<file path="src/rtl/core/pkn_pkg.sv">
// pkn_pkg: shared types and constants for the path key normaliser and hasher
// used by pkn_fnv_unit, pkn_ctrl, path_key_normalize_hash and pkn_checker
package pkn_pkg;

    // fnv-1a 32-bit constants
    localparam logic [31:0] FNV_BASIS = 32'd2166136261;
    localparam logic [31:0] FNV_PRIME = 32'd16777619;

    // character codes
    localparam logic [7:0] CHAR_SLASH  = 8'h2F;
    localparam logic [7:0] CHAR_BSLASH = 8'h5C;
    localparam logic [7:0] CHAR_DOT    = 8'h2E;
    localparam logic [7:0] CHAR_UPPER_A = 8'h41;
    localparam logic [7:0] CHAR_UPPER_Z = 8'h5A;
    localparam logic [7:0] CASE_OFFSET = 8'd32;

    // result field widths
    localparam int unsigned SLOT_W = 15;
    localparam int unsigned LEN_W  = 9;

    // leading-part phase of the path
    typedef enum logic [1:0] {
        PH_START = 2'd0,
        PH_DOT   = 2'd1,
        PH_SKIP  = 2'd2,
        PH_BODY  = 2'd3
    } lead_phase_t;

    // sequencer states
    typedef enum logic [1:0] {
        ST_IDLE = 2'd0,
        ST_PROC = 2'd1,
        ST_SEND = 2'd2
    } seq_state_t;

    // command to the shared hash unit
    typedef struct packed {
        logic       step;
        logic       init;
        logic [7:0] ch;
    } hash_cmd_t;

    // result item from the sequencer, without the hash fields
    typedef struct packed {
        logic             valid;
        logic [7:0]       key_char;
        logic             char_valid;
        logic             key_done;
        logic [LEN_W-1:0] key_length;
        logic             key_empty;
    } result_t;

endpackage

</file>
<file path="src/rtl/core/pkn_fnv_unit.sv">
// pkn_fnv_unit: running fnv-1a hash register with one shared xor-multiply step
// depends on pkn_pkg
module pkn_fnv_unit
(
    input  logic                  clk,
    input  logic                  rst_n,
    input  pkn_pkg::hash_cmd_t    cmd,
    output logic [31:0]           hash
);

    logic [31:0] hash_reg;
    logic [31:0] hash_next;
    logic [31:0] mixed;

    // one fold per step, truncated product
    always_comb
    begin
        mixed     = hash_reg ^ {24'd0, cmd.ch};
        hash_next = hash_reg;
        if (cmd.init)
        begin
            hash_next = pkn_pkg::FNV_BASIS;
        end
        else if (cmd.step)
        begin
            hash_next = 32'(mixed * pkn_pkg::FNV_PRIME);
        end
    end

    always_ff @(posedge clk or negedge rst_n)
    begin
        if (!rst_n)
        begin
            hash_reg <= pkn_pkg::FNV_BASIS;
        end
        else
        begin
            hash_reg <= hash_next;
        end
    end

    assign hash = hash_reg;

endmodule

</file>
<file path="src/rtl/core/pkn_ctrl.sv">
// pkn_ctrl: sequencer for path normalisation, one body character per cycle unless a held slash is released first
// depends on pkn_pkg; drives the shared hash unit through a hash_cmd_t
module pkn_ctrl
#(
    parameter int unsigned KEY_CAPACITY = 512
)
(
    input  logic                  clk,
    input  logic                  rst_n,
    input  logic                  in_valid,
    output logic                  in_ready,
    input  logic [7:0]            in_byte,
    input  logic                  in_last,
    input  logic                  out_ready,
    output pkn_pkg::result_t      result,
    output pkn_pkg::hash_cmd_t    hash_cmd
);

    localparam int unsigned CW = (KEY_CAPACITY > 2) ? $clog2(KEY_CAPACITY) : 1;
    localparam logic [CW-1:0] KEPT_MAX = CW'(KEY_CAPACITY - 1);

    pkn_pkg::seq_state_t  state_reg, state_next;
    pkn_pkg::lead_phase_t phase_reg, phase_next;
    logic                 slash_reg, slash_next;
    logic [CW-1:0]        kept_reg, kept_next;
    logic [7:0]           bc_reg [2];
    logic [7:0]           bc_next [2];
    logic [1:0]           bc_cnt_reg, bc_cnt_next;
    logic                 bc_idx_reg, bc_idx_next;
    logic                 last_reg, last_next;
    logic [7:0]           ebuf_reg [2];
    logic [7:0]           ebuf_next [2];
    logic [1:0]           ecnt_reg, ecnt_next;
    logic                 send_idx_reg, send_idx_next;

    // accept-time decode
    logic                 sep;
    logic [7:0]           mapped;
    pkn_pkg::lead_phase_t phase_acc;
    logic [1:0]           list_cnt;
    logic [7:0]           list0, list1;

    // per-cycle body character work
    logic [7:0]           cur;
    logic [7:0]           cur_lower;
    logic                 full;
    logic                 advance;
    logic                 emit;
    logic [7:0]           emit_ch;
    logic                 send_end;
    logic [CW-1:0]        len;

    // leading dot, separators and the list of body characters for this request
    always_comb
    begin
        sep       = (in_byte == pkn_pkg::CHAR_SLASH) || (in_byte == pkn_pkg::CHAR_BSLASH);
        mapped    = sep ? pkn_pkg::CHAR_SLASH : in_byte;
        phase_acc = phase_reg;
        list_cnt  = 2'd0;
        list0     = mapped;
        list1     = mapped;
        unique case (phase_reg)
            pkn_pkg::PH_START:
            begin
                priority if (in_byte == pkn_pkg::CHAR_DOT)
                begin
                    phase_acc = pkn_pkg::PH_DOT;
                end
                else if (sep)
                begin
                    phase_acc = pkn_pkg::PH_SKIP;
                end
                else
                begin
                    phase_acc = pkn_pkg::PH_BODY;
                    list_cnt  = 2'd1;
                end
            end
            pkn_pkg::PH_DOT:
            begin
                if (sep)
                begin
                    phase_acc = pkn_pkg::PH_SKIP;
                end
                else
                begin
                    phase_acc = pkn_pkg::PH_BODY;
                    list0     = pkn_pkg::CHAR_DOT;
                    list_cnt  = 2'd2;
                end
            end
            pkn_pkg::PH_SKIP:
            begin
                if (!sep)
                begin
                    phase_acc = pkn_pkg::PH_BODY;
                    list_cnt  = 2'd1;
                end
            end
            pkn_pkg::PH_BODY:
            begin
                list_cnt = 2'd1;
            end
            default:
            begin
                list_cnt = 2'd0;
            end
        endcase
        // a lone leading dot at the end of the path becomes the key
        if (in_last && (phase_acc == pkn_pkg::PH_DOT))
        begin
            phase_acc = pkn_pkg::PH_BODY;
            list0     = pkn_pkg::CHAR_DOT;
            list_cnt  = 2'd1;
        end
    end

    // current body character, lower case, capacity test, send end and length
    always_comb
    begin
        cur       = bc_reg[bc_idx_reg];
        full      = (kept_reg == KEPT_MAX);
        cur_lower = ((cur >= pkn_pkg::CHAR_UPPER_A) && (cur <= pkn_pkg::CHAR_UPPER_Z)) ?
                    (cur + pkn_pkg::CASE_OFFSET) : cur;
        send_end  = (send_idx_reg == ((ecnt_reg == 2'd2) ? 1'b1 : 1'b0));
        len       = kept_reg - CW'(slash_reg);
    end

    // next state and datapath
    always_comb
    begin
        state_next    = state_reg;
        phase_next    = phase_reg;
        slash_next    = slash_reg;
        kept_next     = kept_reg;
        bc_next       = bc_reg;
        bc_cnt_next   = bc_cnt_reg;
        bc_idx_next   = bc_idx_reg;
        last_next     = last_reg;
        ebuf_next     = ebuf_reg;
        ecnt_next     = ecnt_reg;
        send_idx_next = send_idx_reg;
        advance       = 1'b0;
        emit          = 1'b0;
        emit_ch       = cur_lower;
        hash_cmd      = '0;
        unique case (state_reg)
            pkn_pkg::ST_IDLE:
            begin
                if (in_valid)
                begin
                    bc_next[0]    = list0;
                    bc_next[1]    = list1;
                    bc_cnt_next   = list_cnt;
                    bc_idx_next   = 1'b0;
                    last_next     = in_last;
                    phase_next    = phase_acc;
                    ecnt_next     = 2'd0;
                    send_idx_next = 1'b0;
                    priority if (list_cnt != 2'd0)
                    begin
                        state_next = pkn_pkg::ST_PROC;
                    end
                    else if (in_last)
                    begin
                        state_next = pkn_pkg::ST_SEND;
                    end
                    else
                    begin
                        state_next = pkn_pkg::ST_IDLE;
                    end
                end
            end
            pkn_pkg::ST_PROC:
            begin
                advance = 1'b1;
                priority if (full)
                begin
                    advance = 1'b1;
                end
                else if (cur == pkn_pkg::CHAR_SLASH)
                begin
                    if (!slash_reg)
                    begin
                        slash_next = 1'b1;
                        kept_next  = kept_reg + CW'(1);
                    end
                end
                else if (slash_reg)
                begin
                    // release the held slash, then revisit this character
                    emit       = 1'b1;
                    emit_ch    = pkn_pkg::CHAR_SLASH;
                    slash_next = 1'b0;
                    advance    = 1'b0;
                end
                else
                begin
                    emit      = 1'b1;
                    kept_next = kept_reg + CW'(1);
                end
                if (emit)
                begin
                    ebuf_next[ecnt_reg[0]] = emit_ch;
                    ecnt_next              = ecnt_reg + 2'd1;
                    hash_cmd.step          = 1'b1;
                    hash_cmd.ch            = emit_ch;
                end
                if (advance)
                begin
                    if ({1'b0, bc_idx_reg} == (bc_cnt_reg - 2'd1))
                    begin
                        state_next = ((ecnt_next == 2'd0) && !last_reg) ?
                                     pkn_pkg::ST_IDLE : pkn_pkg::ST_SEND;
                    end
                    else
                    begin
                        bc_idx_next = 1'b1;
                    end
                end
            end
            pkn_pkg::ST_SEND:
            begin
                if (out_ready)
                begin
                    if (send_end)
                    begin
                        state_next = pkn_pkg::ST_IDLE;
                        if (last_reg)
                        begin
                            phase_next    = pkn_pkg::PH_START;
                            slash_next    = 1'b0;
                            kept_next     = '0;
                            hash_cmd.init = 1'b1;
                        end
                    end
                    else
                    begin
                        send_idx_next = 1'b1;
                    end
                end
            end
            default:
            begin
                state_next = pkn_pkg::ST_IDLE;
            end
        endcase
    end

    // handshake and result outputs
    always_comb
    begin
        in_ready          = (state_reg == pkn_pkg::ST_IDLE);
        result.valid      = (state_reg == pkn_pkg::ST_SEND);
        result.char_valid = (ecnt_reg != 2'd0);
        result.key_char   = (ecnt_reg != 2'd0) ? ebuf_reg[send_idx_reg] : 8'd0;
        result.key_done   = last_reg && send_end;
        result.key_length = result.key_done ? pkn_pkg::LEN_W'(len) : '0;
        result.key_empty  = result.key_done && (len == '0);
    end

    // control state
    always_ff @(posedge clk or negedge rst_n)
    begin
        if (!rst_n)
        begin
            state_reg    <= pkn_pkg::ST_IDLE;
            phase_reg    <= pkn_pkg::PH_START;
            slash_reg    <= 1'b0;
            kept_reg     <= '0;
            bc_cnt_reg   <= 2'd0;
            bc_idx_reg   <= 1'b0;
            last_reg     <= 1'b0;
            ecnt_reg     <= 2'd0;
            send_idx_reg <= 1'b0;
        end
        else
        begin
            state_reg    <= state_next;
            phase_reg    <= phase_next;
            slash_reg    <= slash_next;
            kept_reg     <= kept_next;
            bc_cnt_reg   <= bc_cnt_next;
            bc_idx_reg   <= bc_idx_next;
            last_reg     <= last_next;
            ecnt_reg     <= ecnt_next;
            send_idx_reg <= send_idx_next;
        end
    end

    // character buffers
    always_ff @(posedge clk)
    begin
        bc_reg   <= bc_next;
        ebuf_reg <= ebuf_next;
    end

endmodule

</file>
<file path="src/rtl/core/path_key_normalize_hash.sv">
// path_key_normalize_hash: turns a byte stream of paths into lookup key characters
// and a 32-bit fnv-1a hash; depends on pkn_pkg, pkn_fnv_unit and pkn_ctrl
//
// Usage:
//   s_axis carries one path byte per request, tlast on the final byte of a path.
//   m_axis carries result requests: one per key character released, and on the
//   last request of a path tlast with the hash, table slot, length and empty flag.
//   A path end that releases no character gives one request with tuser[0] low.
//   After an input request is taken, the sequencer steps through its body
//   characters, releasing a held slash before the next one, and folds each
//   released character (at most two per byte) through the single shared
//   xor-multiply unit; results then go out one per cycle while m_axis_tready
//   is high. A byte that releases nothing and ends no path gives no request.
//   s_axis_tready is low from acceptance until all results are taken.
//   When m_axis_tready is low the current result holds steady and no input is
//   taken. Reset clears the path state and restores the hash to its basis.
module path_key_normalize_hash
#(
    parameter int unsigned KEY_CAPACITY = 512,
    parameter int unsigned SLOT_BITS    = 15
)
(
    input  logic        clk,
    input  logic        rst_n,
    input  logic        s_axis_tvalid,
    output logic        s_axis_tready,
    input  logic [7:0]  s_axis_tdata,   // path_byte
    input  logic        s_axis_tlast,   // end_of_path
    output logic        m_axis_tvalid,
    input  logic        m_axis_tready,
    output logic [63:0] m_axis_tdata,   // key_char, key_hash, table_slot, key_length
    output logic [1:0]  m_axis_tuser,   // char_valid, key_empty
    output logic        m_axis_tlast    // key_done
);

    pkn_pkg::hash_cmd_t hash_cmd;
    pkn_pkg::result_t   result;
    logic [31:0]        hash;
    logic [31:0]        key_hash;
    logic [SLOT_BITS-1:0] slot_raw;
    logic [pkn_pkg::SLOT_W-1:0] table_slot;

    pkn_fnv_unit u_fnv
    (
        .clk   (clk),
        .rst_n (rst_n),
        .cmd   (hash_cmd),
        .hash  (hash)
    );

    pkn_ctrl
    #(
        .KEY_CAPACITY (KEY_CAPACITY)
    )
    u_ctrl
    (
        .clk       (clk),
        .rst_n     (rst_n),
        .in_valid  (s_axis_tvalid),
        .in_ready  (s_axis_tready),
        .in_byte   (s_axis_tdata),
        .in_last   (s_axis_tlast),
        .out_ready (m_axis_tready),
        .result    (result),
        .hash_cmd  (hash_cmd)
    );

    // hash fields only on the final request of a path
    always_comb
    begin
        slot_raw   = hash[SLOT_BITS-1:0];
        key_hash   = result.key_done ? hash : 32'd0;
        table_slot = result.key_done ? pkn_pkg::SLOT_W'(slot_raw) : '0;
    end

    // output packing
    assign m_axis_tvalid = result.valid;
    assign m_axis_tlast  = result.key_done;
    assign m_axis_tuser  = {result.key_empty, result.char_valid};
    assign m_axis_tdata  = {result.key_length, table_slot, key_hash, result.key_char};

endmodule

</file>
<file path="config.mk">
export PLATFORM = sky130hd
export DESIGN_NAME = path_key_normalize_hash
export DESIGN_NICKNAME = d
export VERILOG_FILES = /design/src/rtl/core/pkn_pkg.sv /design/src/rtl/core/pkn_fnv_unit.sv /design/src/rtl/core/pkn_ctrl.sv /design/src/rtl/core/path_key_normalize_hash.sv
export SDC_FILE = /design/constraint.sdc
export NUM_CORES = 1
export LEC_CHECK = 0
export BUFFER_PORTS_ARGS = -buffer_cell sky130_fd_sc_hd__buf_2
export CAP_MARGIN = 5
export CELL_PAD_IN_SITES_DETAIL_PLACEMENT = 0
export CELL_PAD_IN_SITES_GLOBAL_PLACEMENT = 1
export CORE_MARGIN = 2
export CORE_UTILIZATION = 30
export DETAILED_ROUTE_END_ITERATION = 10
export GPL_TIMING_DRIVEN = 0
export HOLD_SLACK_MARGIN = 0.05
export PLACE_DENSITY_LB_ADDON = 0.08
export REMOVE_ABC_BUFFERS = 1
export SYNTH_ARGS = -nofsm -noshare
export SYNTH_HDL_FRONTEND = slang
export SYNTH_SLANG_ARGS = --single-unit
</file>
<file path="constraint.sdc">
create_clock -name clk -period 14.5 [get_ports clk]
set_clock_uncertainty 0.05 [all_clocks]
set_input_delay 0 -clock clk [delete_from_list [all_inputs] [get_ports clk]]
set_output_delay 0 -clock clk [all_outputs]
set_load 0.005 [all_outputs]
</file>
==> run metrics <==
worst hold path class=primary input to async pin; vias=7517; Final Hold Viols=0; Clock Tree Root=clkbuf_16; largest net degree at the start of global routing=54; Synth Cell Area=0.0105 mm²; fillers=3650; Sink Count=85; library cells used by synthesis=78; WS Path Type=flip-flop to flip-flop; Async S/R FF share, synth=62.4%; most common cell after layout, fill and taps aside=inv_1; Synth Area in Simple Gates=12.3%; Max-cap violations=0; WL per Instance=17.0 µm; normalized max-slew margin=15.0%; post-synthesis mux area share=1.92%; core footprint=0.0345 mm²; R2R depth=25; post-detailed-route count of antenna-violating nets=0; DRC Markers=0; top-area cell type share of the netlist area=23.5%; register area share after synthesis=22.0%; drt first pass iters=4; antenna cells=0; Setup TNS Final=0 ns; largest area contributor in the netlist=ha_1; Final Wtd Congestion=0.768; total wire length=27900 µm; max FFs per register=32; HPWL Detailed=22100 µm; IO Pins=82; Via-to-Cell Ratio=4.59; H-tree depth=3; CTS-repair resized insts=0; Clock Latency Late Sink=0.36 ns; multi-input logic area=0.00703 mm²; DRT iter0 DRCs=203; main area contributors after synthesis=ha_1 24%, fa_1 14%, dfrtp_1 9.3%; Arrival @ worst endpoint=9.65 ns; Die Area=0.0364 mm²; TritonCTS Buffers=9; clk slew on worst S/H paths=0.08 ns; Chip Height=191 µm; CP startpoint kind=flip-flop; number of global-route vias before repair=7892; Cell Rows=68; Die X-Extent=191 µm; postcts setup bufs=0; maximum clock frequency=0.106 GHz; initial core utilization=30.4%; RSZ-0062 raised after global routing=false; setup violators final=0; Post-Synth Adder-Cell Area=37.7%; status=finished, final reports clean; CTS max path bufs=2; minimum clock period=9.47 ns; first-pass GRT wire length=44600 µm; Area Growth Syn to Fin=11.1%; post-synthesis compound-gate area fraction=10.0%; CTS tree=yes; YS warnings=0; Total GRT Usage=16.1%; WP data required=14.68 ns; Synth Instances=1122; nets@finish=1460; number of synthesized flops with an enable pin=32; initial antenna violation count=0; largest family of logic cells by synthesized area=adder cells; Least-Margin Pin Slew=1.28 ns; final cycle utilization of the critical path=65.3%; Overflow after GRT=0; I/O Buffers=81; syn avg cell area=9.34 µm²; max-slew violation count=0; commonest register cell after synthesis=dfrtp_1; flop-to-flop setup slack=5.03 ns; layout cells sized above 1=12.1%; Post-CTS Hold Fix Bufs=12; number of synthesized register bits=85; Synth Area in XOR/XNOR=5.08%; Critical Path Fanout Max=25; most frequent cells in the layout=234 x inv_1, 197 x ha_1, 80 x buf_2, 74 x fa_1, 51 x nand2_1; critical path capture point type=flip-flop; register area=0.00230 mm²
[routing by layer]
metal | part of all wire [%] | routed length, µm | GRT usage (%) | up-vias
li1 | - | - | - | 3799
met1 | 51 | 14100 | 22.8 | 3652
met2 | 47 | 13000 | 26.7 | 51
met3 | 1.4 | 399 | 1.38 | 15
met4 | 1.1 | 306 | 3.01 | 0
met5 | 0 | 0 | 0 | -
[area by class of cell]
type | instances | area share [%]
multi-input cells | 750 | 60.4
well taps | 455 | 4.89
flip-flops and latches | 85 | 19.8
inverters | 236 | 7.61
repair buffers | 94 | 4.71
clock buffers | 9 | 1.94
clock inverters | 7 | 0.624
[worst max-delay path, cell delays in order, from the launching register on]
cell and delay [ns]:
dfrtp_1 0.87, mux2i_2 0.51, nor2b_1 0.11, o21ai_2 0.15, nor2b_2 0.34, and2_1 1.03, nand2_1 0.17, xnor2_1 0.91
ha_1 0.38, ha_1 0.30, fa_1 0.50, ha_1 0.22, fa_1 0.48, ha_1 0.29, inv_1 0.05, fa_1 0.53
inv_1 0.04, ha_1 0.37, nand3_1 0.12, o221ai_1 0.16, a221oi_2 0.47, o21ai_2 0.24, a221oi_1 0.60, or2_1 0.20
xor2_1 0.15, o21ai_1 0.07
[cells in the mapped netlist, drive strengths merged, types with 2 or more instances]
cell and count:
a2111oi 2, a211oi 7, a21o 13, a21oi 44, a221oi 2, a22o 2
a31oi 4, a41oi 2, and2 7, and3 37, and4 3, buf 26
clkbuf 25, dfrtp 39, dfstp 14, edfxtp 32, fa 74, ha 197
inv 235, mux2 4, mux2i 14, nand2 53, nand2b 9, nand3 28
nand3b 3, nand4 7, nor2 48, nor2b 7, nor3 20, nor3b 3
nor4 2, nor4b 2, o211a 2, o211ai 6, o21a 4, o21ai 47
o21ba 2, o21bai 3, o22ai 2, o31ai 6, or2 6, or3 10
xnor2 31, xor2 28
[kinds of logic after synthesis]
family                   Yosys count
flip-flops                        85
AND/OR/NAND/NOR                  248
multiplexers                      18
XOR/XNOR                          59
AO/OA/AOI/OAI                    154
adder cells (fa/ha/maj)          271
buffers and inverters            287
[stage by stage]
step | std cells | instance area, µm² | utilization, % | hold slack [ns] | setup WS, ns
after CTS | 1636 | 11600 | 33.8 | 0.256 | 4.81
after global placement | 1607 | 11200 | 32.5 | 0.157 | 4.33
after global routing | 1636 | 11600 | 33.8 | 0.301 | 4.28
final | 1636 | 11600 | 33.8 | 0.225 | 5.03
after detailed placement | 1608 | 11200 | 32.6 | 0.0929 | 4.90
after floorplan | 1071 | 10200 | - | -0.346 | 6.89
[final timing paths]
check	startpoint	end
setup / recovery	u_ctrl.bc_idx_reg	u_fnv.hash[28]
hold / removal	rst_n	u_fnv.hash[23]
setup reg to reg	u_ctrl.bc_idx_reg	u_fnv.hash[28]
hold reg to reg	u_ctrl.bc_cnt_reg[1]	u_ctrl.bc_cnt_reg[1]
max in group asynchronous	rst_n	u_ctrl.state_reg[1]
min in group clk	s_axis_tdata[3]	u_ctrl.bc_reg[3]
Power is not shown: default switching activity piles up to over one toggle a cycle in this logic, so the estimate is an artifact.
